===== src/decision_tree_terminal_node_core_defines.svh =====
// Assertion macros shared by the decision-tree terminal node core.
// Include by bare file name inside a module body; no dependencies.
`ifndef DECISION_TREE_TERMINAL_NODE_CORE_DEFINES_SVH
`define DECISION_TREE_TERMINAL_NODE_CORE_DEFINES_SVH

// same-cycle implication, disabled during reset
`define DTTN_ASSERT_IMPLY(label, clk, rst, ante, cons) \
  label: assert property (@(posedge clk) disable iff (rst) (ante) |-> (cons)) \
    else $error("dttn implication check failed");

// next-cycle implication, disabled during reset
`define DTTN_ASSERT_NEXT(label, clk, rst, ante, cons) \
  label: assert property (@(posedge clk) disable iff (rst) (ante) |=> (cons)) \
    else $error("dttn next-cycle check failed");

`endif


===== src/dttn_ram.sv =====
// Generic simple dual-port RAM: one write port with bit enables, one
// registered read port. No dependencies.
`timescale 1ns / 1ps
`default_nettype none

module dttn_ram #(
  parameter int WIDTH = 32,
  parameter int DEPTH = 64
) (
  input  wire logic                     clk,
  input  wire logic                     we,
  input  wire logic [$clog2(DEPTH)-1:0] waddr,
  input  wire logic [WIDTH-1:0]         wmask,
  input  wire logic [WIDTH-1:0]         wdata,
  input  wire logic [$clog2(DEPTH)-1:0] raddr,
  output logic      [WIDTH-1:0]         rdata
);

  logic [WIDTH-1:0] mem [DEPTH];

  always_ff @(posedge clk) begin
    if (we) begin
      for (int i = 0; i < WIDTH; i++) begin
        if (wmask[i]) begin
          mem[waddr][i] <= wdata[i];
        end
      end
    end
    rdata <= mem[raddr];
  end

endmodule

`default_nettype wire


===== config.mk =====
export PLATFORM = sky130hd
export DESIGN_NAME = dttn_ram
export DESIGN_NICKNAME = d
export VERILOG_FILES = /design/src/decision_tree_terminal_node_core_defines.svh /design/src/dttn_ram.sv
export SDC_FILE = /design/constraint.sdc
export NUM_CORES = 2
export LEC_CHECK = 0
export ABC_AREA = 1
export BUFFER_PORTS_ARGS = -buffer_cell sky130_fd_sc_hd__buf_2
export CAP_MARGIN = 30
export CORE_MARGIN = 5
export CORE_UTILIZATION = 25
export CTS_BUF_LIST = sky130_fd_sc_hd__clkbuf_16
export DETAILED_ROUTE_END_ITERATION = 10
export RECOVER_POWER = 25
export SYNTH_ARGS = -nofsm -noshare
export SYNTH_HDL_FRONTEND = slang
export SYNTH_SLANG_ARGS = --single-unit

===== constraint.sdc =====
create_clock -name clk -period 2 [get_ports clk]
set_input_delay 0.1 -clock clk [delete_from_list [all_inputs] [get_ports clk]]
set_output_delay 0.1 -clock clk [all_outputs]
set_load 0.01 [all_outputs]

==> summary.txt <==
status: finished, violations left
failing checks: max-capacitance violations, max-slew violations
total grt overflow: 0
clock transition at the registers of the reported paths: 0.06 ns
share of the synthesized area in the top cell type: 67.0%
library cells used by synthesis: 12
Final Max Slew Viols: 100
total CTS buffers: 198
yosys warns: 0
pre-CTS setup slack: 0.0408 ns
CP endpoint kind: flop
first-pass GRT wire length: 465000 um
final period utilization: 96.3%
Area contributors post-synth: edfxtp_1 67%, nand3_1 10%, nand2_1 9.6%, nor2_1 8.4%, clkbuf_1 1.9%
Cell Pwr Density: 847 mW/mm2
Mapped Area: 0.0918 mm2
# IOs: 110
drt drc: 0
Post-Syn Nets: 9319
all-layer global routing usage: 16.4%
maximum clock path buffer count: 4
commonest non-fill, non-tap cell in the layout: nand2_1
initial antenna violation count: 33
CP Data Arrival Time: 2.72 ns
clk_skew: 0.0538 ns
Post-CTS Setup Inserts: 0
min Tclk post-route: 1.93 ns
port bufs: 109
Root Driver: clkbuf_16
Initial DRT Pass Iterations: 6
Synth Register Bits: 2080
commonest cells after routing, fill and taps aside: 2264 x nand2_1, 2048 x nor2_1, 2048 x edfxtp_1
die height: 616 um
Setup TNS: 0 ns
Die ar.: 0.380 mm2
final setup margin: 0.0732 ns
post-CTS sizing: 0
proportion of layout cells with a drive suffix above 1: 9.89%
DP HPWL: 187000 um
CTS H-tree depth: 4
final wirelength: 324000 um
Final setup violation count: 0
die width: 616 um
initial core utilization: 25.1%
RSZ-0062 raised after global routing: false
Sinks on Clock Net: 2080
GP Congestion: 0.829
Hold Crit Class: input port to flop
max_cap viols: 2
Least-Margin Pin Slew: 1.59 ns
Reg2Reg Setup Slack: 0.32 ns
Slew HR: -6.32%
WL/cell: 22.8 um
vias per inst: 4.93
Peak VDD IR: 0.699 mV
Area Growth Syn to Fin: 17.5%
core box area: 0.366 mm2
via count: 70100
critical path required time: 2.79 ns
CP startpoint kind: input port
Iteration-0 DRC Markers: 8909
leakage power: 38.3 nW
vias in the first global route: 65800
fmax: 519 MHz
Core Rows: 222
Synth Area per Inst: 9.94 um2
fill count: 37600
register area share after synthesis: 67.7%
Hold-fix buffers, CTS: 58
clock latency on the worst-skew pair: 0.86 ns
Synth area leader: edfxtp_1
TritonCTS clock tree: built
Final Hold Viols: 0
post-route ant nets: 0
nets@finish: 9306
crit path max fanout: 35
Syn Inst Count: 9241
WS Path Type: input port to flop
largest net degree at the start of global routing: 102
[state kept, by name, summed over array words and instances, names as in the netlist]
register  count
mem        2048
rdata        32
[logic make-up (layout without fill, tap and decap cells)]
family	count (synthesis)	count (layout)	share of synthesized area, %
other	0	22	0
and+or+nand+nor	6316	6316	28.4
DFF	2080	2080	67.7
buffers and inverters	845	977	3.93
[layer usage]
metal	vias up	global-route usage, %	wire length (um)
met5	-	0	102
met4	16	7.77	17800
met3	729	2.41	27600
met2	3332	27.3	153000
met1	34900	20.8	126000
li1	31200	-	-
[synthesized netlist by cell type]
library cell / count
nor2_1: 2048
inv_2: 3
inv_1: 9
buf_4: 18
edfxtp_1: 2048
nand2_1: 2360
buf_1: 70
clkbuf_1: 453
buf_2: 292
nor3_1: 16
nand3_1: 1892
dfxtp_1: 32
[final cells by class]
class	instances	area, um2	area share, %
Multi-Input combinational cell	6316	26700	24.8
Antenna cell	22	55.1	0.0510
Sequential cell	2080	62100	57.6
Inverter	12	77.6	0.0719
Clock inverter	144	891	0.826
Clock buffer	201	5030	4.66
Timing Repair Buffer	620	6940	6.43
Tap cell	4816	6030	5.58
[per-stage QoR]
stage	cells	util [%]	hold slack (ns)	area (um2)	power (mW)
floorplan	9241	-	0.199	91800	52.6
global placement	13800	27.7	0.504	101000	56.3
detailed placement	13800	27.7	0.502	101000	56.3
CTS	14200	29.5	0.00345	108000	91.8
global route	14200	29.5	0.0536	108000	94.0
finish	14200	29.5	0.0306	108000	91.4
[where the power goes]
part	internal, mW	leakage, nW	switching, mW
Sequential	48.1	18.7	0.203
Combinational	2.03	16.5	5.19
Clock	19.4	3.06	16.5
Total	69.5	38.3	21.9
[critical path, cell delays in order]
cell and delay (ns):
dlygate4sd3_1 0.56, buf_8 0.19, inv_8 0.27, buf_12 0.30, buf_4 0.19, nand3_1 0.08
nand3_1 0.11, nand3_1 0.10, nand2_1 0.07, nand2_1 0.05, dlygate4sd3_1 0.57, nand2_1 0.06
[worst paths after layout]
kind	start	endpoint	depth (start not counted)
hold / removal	wmask[21]	mem[26][21]$_DFFE_PP_	4
setup / recovery	raddr[2]	rdata[14]$_DFF_P_	12
hold reg to reg	mem[52][0]$_DFFE_PP_	rdata[0]$_DFF_P_	8
setup reg to reg	mem[39][14]$_DFFE_PP_	rdata[14]$_DFF_P_	9
No activity file was read; power rests on OpenSTA's default activity.
