$ cat src/decision_tree_terminal_node_core_defines.svh
// Assertion macros shared by the decision-tree terminal node core.
// Include by bare file name inside a module body; no dependencies.
`ifndef DECISION_TREE_TERMINAL_NODE_CORE_DEFINES_SVH
`define DECISION_TREE_TERMINAL_NODE_CORE_DEFINES_SVH

// same-cycle implication, disabled during reset
`define DTTN_ASSERT_IMPLY(label, clk, rst, ante, cons) \
  label: assert property (@(posedge clk) disable iff (rst) (ante) |-> (cons)) \
    else $error("dttn implication check failed");

// next-cycle implication, disabled during reset
`define DTTN_ASSERT_NEXT(label, clk, rst, ante, cons) \
  label: assert property (@(posedge clk) disable iff (rst) (ante) |=> (cons)) \
    else $error("dttn next-cycle check failed");

`endif

$ cat src/dttn_pkg.sv
// Types and constants of the decision-tree terminal node core.
// No dependencies; imported by dttn_walk and the top-level core.
`timescale 1ns / 1ps
`default_nettype none

package dttn_pkg;

  localparam int NODES     = 1024;
  localparam int VARIABLES = 64;
  localparam int NODE_AW   = $clog2(NODES);
  localparam int VAR_AW    = $clog2(VARIABLES);

  localparam logic [1:0] REQ_NODE    = 2'd0;
  localparam logic [1:0] REQ_COUNT   = 2'd1;
  localparam logic [1:0] REQ_FEATURE = 2'd2;
  localparam logic [1:0] REQ_FIND    = 2'd3;

  typedef struct packed {
    logic [1:0]         req_type;
    logic [9:0]         node_index;
    logic               is_leaf;
    logic [5:0]         variable;
    logic signed [31:0] threshold;
    logic [63:0]        category_mask;
    logic [9:0]         left_child;
    logic [9:0]         right_child;
    logic [5:0]         category_count;
    logic signed [31:0] feature_value;
  } req_t;

  typedef struct packed {
    logic [9:0] terminal_node;
    logic       depth_exceeded;
    logic       bad_category;
  } rsp_t;

  typedef struct packed {
    logic               is_leaf;
    logic [5:0]         variable;
    logic signed [31:0] threshold;
    logic [63:0]        category_mask;
    logic [9:0]         right_child;
    logic [9:0]         left_child;
  } node_t;

  typedef struct packed {
    logic [5:0]         count;
    logic signed [31:0] feature;
  } var_t;

  typedef struct packed {
    node_t node;
    var_t  vars;
    logic  cnt_ok;
  } rd_t;

endpackage

`default_nettype wire

$ cat src/dttn_walk.sv
// Tree walk sequencer: start node, per-level split decision, depth limit and
// result register. Depends on dttn_pkg and the assertion macro header.
`timescale 1ns / 1ps
`default_nettype none

module dttn_walk #(
  parameter int MAX_DEPTH = 32
) (
  input  wire logic                           clk,
  input  wire logic                           rst,
  input  wire logic                           req_valid,
  input  wire dttn_pkg::req_t                 req,
  output logic                                req_stall,
  output logic                                rsp_valid,
  input  wire logic                           rsp_stall,
  output dttn_pkg::rsp_t                      rsp,
  input  wire dttn_pkg::rd_t                  rd,
  output logic [dttn_pkg::NODE_AW-1:0]        node_raddr
);
  import dttn_pkg::*;
  `include "decision_tree_terminal_node_core_defines.svh"

  localparam int DW = $clog2(MAX_DEPTH + 1);

  typedef enum logic [2:0] {
    ST_IDLE   = 3'b001,
    ST_CHECK  = 3'b010,
    ST_DECIDE = 3'b100
  } walk_st_t;

  walk_st_t          state, state_next;
  logic [NODE_AW-1:0] cur, cur_next;
  logic [DW-1:0]     steps, steps_next;
  logic              bad, bad_next;
  logic              rsp_valid_next;
  rsp_t              rsp_next;

  logic [5:0]  ncat;
  logic        categorical;
  logic        bad_now;
  logic        go_right;
  logic        at_limit;
  logic        finish;
  logic        out_free;

  always_comb begin
    ncat        = rd.cnt_ok ? rd.vars.count : 6'd1;
    categorical = ncat > 6'd1;
    bad_now     = categorical &&
                  ((rd.vars.feature < 32'sd1) ||
                   (rd.vars.feature > $signed({26'd0, ncat})));
    if (categorical) begin
      go_right = !bad_now && rd.node.category_mask[rd.vars.feature[5:0]];
    end else begin
      go_right = rd.vars.feature > rd.node.threshold;
    end
    at_limit = steps >= DW'(MAX_DEPTH);
    finish   = rd.node.is_leaf || at_limit;
    out_free = !rsp_valid || !rsp_stall;
  end

  always_comb begin
    state_next     = state;
    cur_next       = cur;
    steps_next     = steps;
    bad_next       = bad;
    rsp_valid_next = rsp_valid && rsp_stall;
    rsp_next       = rsp;
    unique case (state)
      ST_IDLE: begin
        if (req_valid && req.req_type == REQ_FIND) begin
          cur_next   = req.node_index;
          steps_next = '0;
          bad_next   = 1'b0;
          state_next = ST_CHECK;
        end
      end
      ST_CHECK: begin
        if (finish) begin
          if (out_free) begin
            rsp_valid_next          = 1'b1;
            rsp_next.terminal_node  = cur;
            rsp_next.depth_exceeded = !rd.node.is_leaf;
            rsp_next.bad_category   = bad;
            state_next              = ST_IDLE;
          end
        end else begin
          steps_next = steps + DW'(1);
          state_next = ST_DECIDE;
        end
      end
      ST_DECIDE: begin
        bad_next   = bad || bad_now;
        cur_next   = go_right ? rd.node.right_child : rd.node.left_child;
        state_next = ST_CHECK;
      end
      default: state_next = ST_IDLE;
    endcase
  end

  always_ff @(posedge clk) begin
    if (rst) begin
      state     <= ST_IDLE;
      rsp_valid <= 1'b0;
      steps     <= '0;
      bad       <= 1'b0;
    end else begin
      state     <= state_next;
      rsp_valid <= rsp_valid_next;
      steps     <= steps_next;
      bad       <= bad_next;
    end
    cur <= cur_next;
    rsp <= rsp_next;
  end

  assign req_stall  = state != ST_IDLE;
  assign node_raddr = cur_next;

  `DTTN_ASSERT_IMPLY(a_depth_bound, clk, rst, 1'b1, steps <= DW'(MAX_DEPTH))
  `DTTN_ASSERT_IMPLY(a_decide_after_check, clk, rst, state == ST_DECIDE,
                     $past(state) == ST_CHECK)
  `DTTN_ASSERT_IMPLY(a_rsp_from_check, clk, rst, $rose(rsp_valid),
                     $past(state) == ST_CHECK)
  `DTTN_ASSERT_NEXT(a_leaf_returns, clk, rst,
                    state == ST_CHECK && rd.node.is_leaf && out_free,
                    rsp_valid && rsp.terminal_node == $past(cur) &&
                    !rsp.depth_exceeded)

endmodule

`default_nettype wire

$ cat config.mk
export PLATFORM = sky130hd
export DESIGN_NAME = dttn_walk
export DESIGN_NICKNAME = d
export VERILOG_FILES = /design/src/dttn_pkg.sv /design/src/dttn_walk.sv
export VERILOG_INCLUDE_DIRS = /design/src /design/src/src
export SDC_FILE = /design/constraint.sdc
export NUM_CORES = 1
export LEC_CHECK = 0
export ABC_CLOCK_PERIOD_IN_PS = 2900
export BUFFER_PORTS_ARGS = -buffer_cell sky130_fd_sc_hd__buf_4
export CORE_AREA = 2 2 141 143
export DETAILED_ROUTE_END_ITERATION = 7
export DIE_AREA = 0 0 143 145
export PLACE_DENSITY = 0.53
export RECOVER_POWER = 50
export SLEW_MARGIN = 20
export SYNTH_ARGS = -nofsm -noshare
export SYNTH_HDL_FRONTEND = slang
export SYNTH_SLANG_ARGS = --single-unit
$ cat constraint.sdc
create_clock -name clk -period 2.9 [get_ports clk]
set_input_delay 0.435 -clock clk [delete_from_list [all_inputs] [get_ports clk]]
set_output_delay 0.435 -clock clk [all_outputs]
set_load 0.05 [all_outputs]
==> impl_results.md <==
* Result of the run: complete, but fails checks
* Violations in the final reports: setup timing
* Number of maximum-capacitance violations at 0
* Unrepaired setup endpoints after global routing: true
* DIE HEIGHT at 145 microns
* Number of cell rows at approximately 50
* Power Total at 2.497 mW
* CP cell instances: buf_12 -> buf_12 -> mux4_2 -> mux4_2 -> nor3_4 -> nor4bb_4 -> buf_12 -> buf_4 -> a221oi_4 -> nand3_4 -> buf_6
* Clock tree from TritonCTS: yes
* Average wire per standard cell at 14.39 microns
* Number of enable-type register cells in the synthesized netlist at 12
* Clock slew at reported path FFs at 0.06 ns
* Peak supply drop at 0.2362 mV
* First-pass DRT Iterations at 4
* DR iter-0 viols at between 100 and 150
* Number of buffers inserted during clock tree synthesis at 5
* Fill cells at 2042
* Dpl cells at 858
* Setup slack at placement at -0.4495 ns
* Cell-internal power at 1.608 mW
* Endpoint required time on the critical path at 2.47 ns
* Clk_lat worst skew at between 0.2 and 0.3 ns
* Leading area contributor after synthesis: ha_1
* Initial antenna violation count at 0
* Width of the die at ~140 microns
* Register bit count reported by yosys at 33
* Total buffers and inverters traversed by the critical path at 5
* Proportion of layout cells with a drive suffix above 1 at between 50 and 60%
* Minimum period implied by the final worst setup slack at approximately 3.2 ns
* Post-synthesis sequential area ratio at between 20% and 30%
* Most common library cell in the layout ignoring fill and taps: buf_4
* Overall global routing resource usage at 11.89%
* Sort of element at the start of the critical path: input pin
* Starting density of the core at between 10% and 20%
* Relative contribution of the clock network to total power at a little under a quarter
* Number of nets in the layout at ~990
* Post-Syn Area per Cell at just under 9 sq um
* Worst Path Max Fanout at 18
* Headroom to the max-slew limit at 55.86%
* Ranking of synthesized cells by area: ha_1, dfxtp_1, edfxtp_1
* Power per cell area at 409.7 nW/um^2
* Port Buf Inserts at 195
* Max Freq at 312.4 MHz
* Leakage power total at 2.760 nW
* Share of total power in sequential cells at between 20% and 30%
* Net Sw Power at between 0.8 and 0.9 mW
* Wire length of the first global-routing pass at 19.83 mm
* Yosys top cell area share at 15.53%
* Transition time at the pin with the least slew margin at 0.6649 ns
* Fin. max-slew vios at 0
* Number of global-route vias before repair at 3921
* Data arrival time of the critical path at 2.77 ns
* Worst min path class: input pin to register
* Total wirelength of the detailed-routed design at between 10 and 15 mm
* Post-layout worst setup margin at -0.3009 ns
* Die area at slightly above 20000 sq um
* Number of warning messages in the yosys log at 0
* Post-synth ARST share at 0%
* Area of the core at between 15000 and 20000 sq um
* Placed instance area at 5530 sq um
* Post-synth net total at 751
* Main flop type after synthesis: dfxtp_1
* Cell Area, Synth at 3222 sq um
* Kind of cell with the highest combined delay on the critical path: multiplexers
* Cell repeated most along the worst path: buf_12
* Antenna viol nets, final at 0
* Count of different cell masters after synthesis at 45
* Final standard cell area without fillers at between 6000 and 7000 sq um
* Period Utilization, post-route at 110.4%
* Number of vias in the routed layout at 3754
* Gp weighted congestion at 0.7634
* Number of instances in the synthesized netlist at 372
* Setup skew after layout at around 0.006 ns
* Signed area change from the synthesized netlist to the final layout at 89.17%
* Proportion of power drawn by combinational gates at 52.3%
* Commonest cells after routing, fill and taps aside: buf_4, nand2_1, inv_1, ha_1, nor2_1
* Type of the worst setup path: input pin to output port
* Switching part of the total at 35.60%
* Final Hold Viols at 0
* Largest net degree at the start of global routing at 19
* Number of top-level pins at ~360
* TritonCTS Sinks at 33
* Placed wire-length estimate at approximately 10 mm
* Diode count at 0
* Clk buf depth at 2
* Type of destination of the critical path: output port
* Delay of the slowest cell on the worst path at about 0.53 ns
* Number of non-filler instances in the completed layout at 876
* Max H-tree Level at 2
* Final global-route overflow total at 0
* Setup Total Neg Slack at -2.451 ns
* DRC violations left at 0
* Slowest library cell on the worst path: mux4_2
* Average vias per placed instance at around 4.3
* CTS Root Buffer Type: clkbuf_16
* Finish-stage setup viols at 10
==> power by group through the flow <==
| stage | combinational (mW) | sequential [mW] | clock (mW) |
|---|---|---|---|
| 3_3_place_gp | 1.14 | 0.608 | 0 |
| 2_1_floorplan | 0.679 | 0.609 | 0 |
| 3_5_place_dp | 1.14 | 0.609 | 0 |
| 4_1_cts | 1.31 | 0.601 | 0.598 |
| 6_report | 1.31 | 0.600 | 0.591 |
| 5_1_grt | 1.41 | 0.609 | 0.616 |
==> layout make-up <==
| cell class | instances | area [sq um] | area share [%] |
|---|---|---|---|
| Inverter | 39 | 156.4 | 2.566 |
| Timing Repair Buffer | 250 | 2031 | 33.32 |
| Sequential cell | 33 | 780.7 | 12.81 |
| Tap cell | 265 | 331.6 | 5.440 |
| Multi-Input combinational cell | 281 | 2625 | 43.07 |
| Clock inverter | 1 | 6.256 | 0.1026 |
| Clock buffer | 7 | 163.9 | 2.689 |
==> cell usage after synthesis (2+ instances only) <==
cell type,instances
o211ai_1,2
xor2_1,2
a31oi_1,2
dfxtp_1,21
a211o_1,3
nand4_1,21
mux4_1,2
nor4_1,8
buf_2,2
clkbuf_1,13
nand3_1,18
a311o_1,10
o21ai_0,9
mux4_2,15
ha_1,40
and3_1,13
a221oi_1,11
a22oi_1,2
a21oi_1,24
inv_1,39
nand2_1,41
and2_1,2
nor2_1,23
edfxtp_1,12
nor2b_1,5
a21o_1,2
nor3_1,9
buf_6,4
==> logic make-up after synthesis <==
group / share of synthesized area [%]
simple gates: 23.42
compound gates: 16.12
buf+inv: 7.767
fa+ha+maj: 15.53
flops: 24.23
mux: 12.12
xor+xnor: 0.8157
==> flip-flops by register name, indices dropped and copies added, names as in the netlist <==
register   cells
cur           10
state          3
rsp           12
bad            1
steps          6
rsp_valid      1
==> layer usage <==
layer | routed length (microns) | share of wire [%] | track usage, % | up-vias
li1 | - | - | - | 1901
met1 | 5316 | 42 | 14.80 | 1725
met2 | 6415 | 51 | 21.41 | 118
met3 | 735 | 5.8 | 2.112 | 10
met4 | 143 | 1.1 | 2.129 | 0
met5 | 0 | 0 | 0 | -
==> per-stage QoR <==
stage	hold slack, ns	util, %
after floorplan	0.4005	-
after global routing	0.4258	31.73
final	0.4075	31.73
after CTS	0.4084	31.88
after detailed placement	0.4125	28.79
after global placement	0.4059	28.79
==> final timing paths <==
path	from	to	slack, ns	cells after the start
setup / recovery	rd[1]	node_raddr[0]	-0.30	11
hold / removal	rst	steps[1]	0.41	2
setup reg to reg	state[2]	rsp[11]	0.91	5
hold reg to reg	bad	rsp[0]	0.42	0
==> what timing repair did <==
item                                    4_1_cts  5_1_grt
pin swaps                                    18       12
endpoints found under the setup margin       10       10
hold endpoints to repair                      0        0
cloned                                        0        0
gates resized for setup                      71        8
hold buffers                                  0        0
buffers inserted                             11        2
Power figures use the tool's default switching activity.
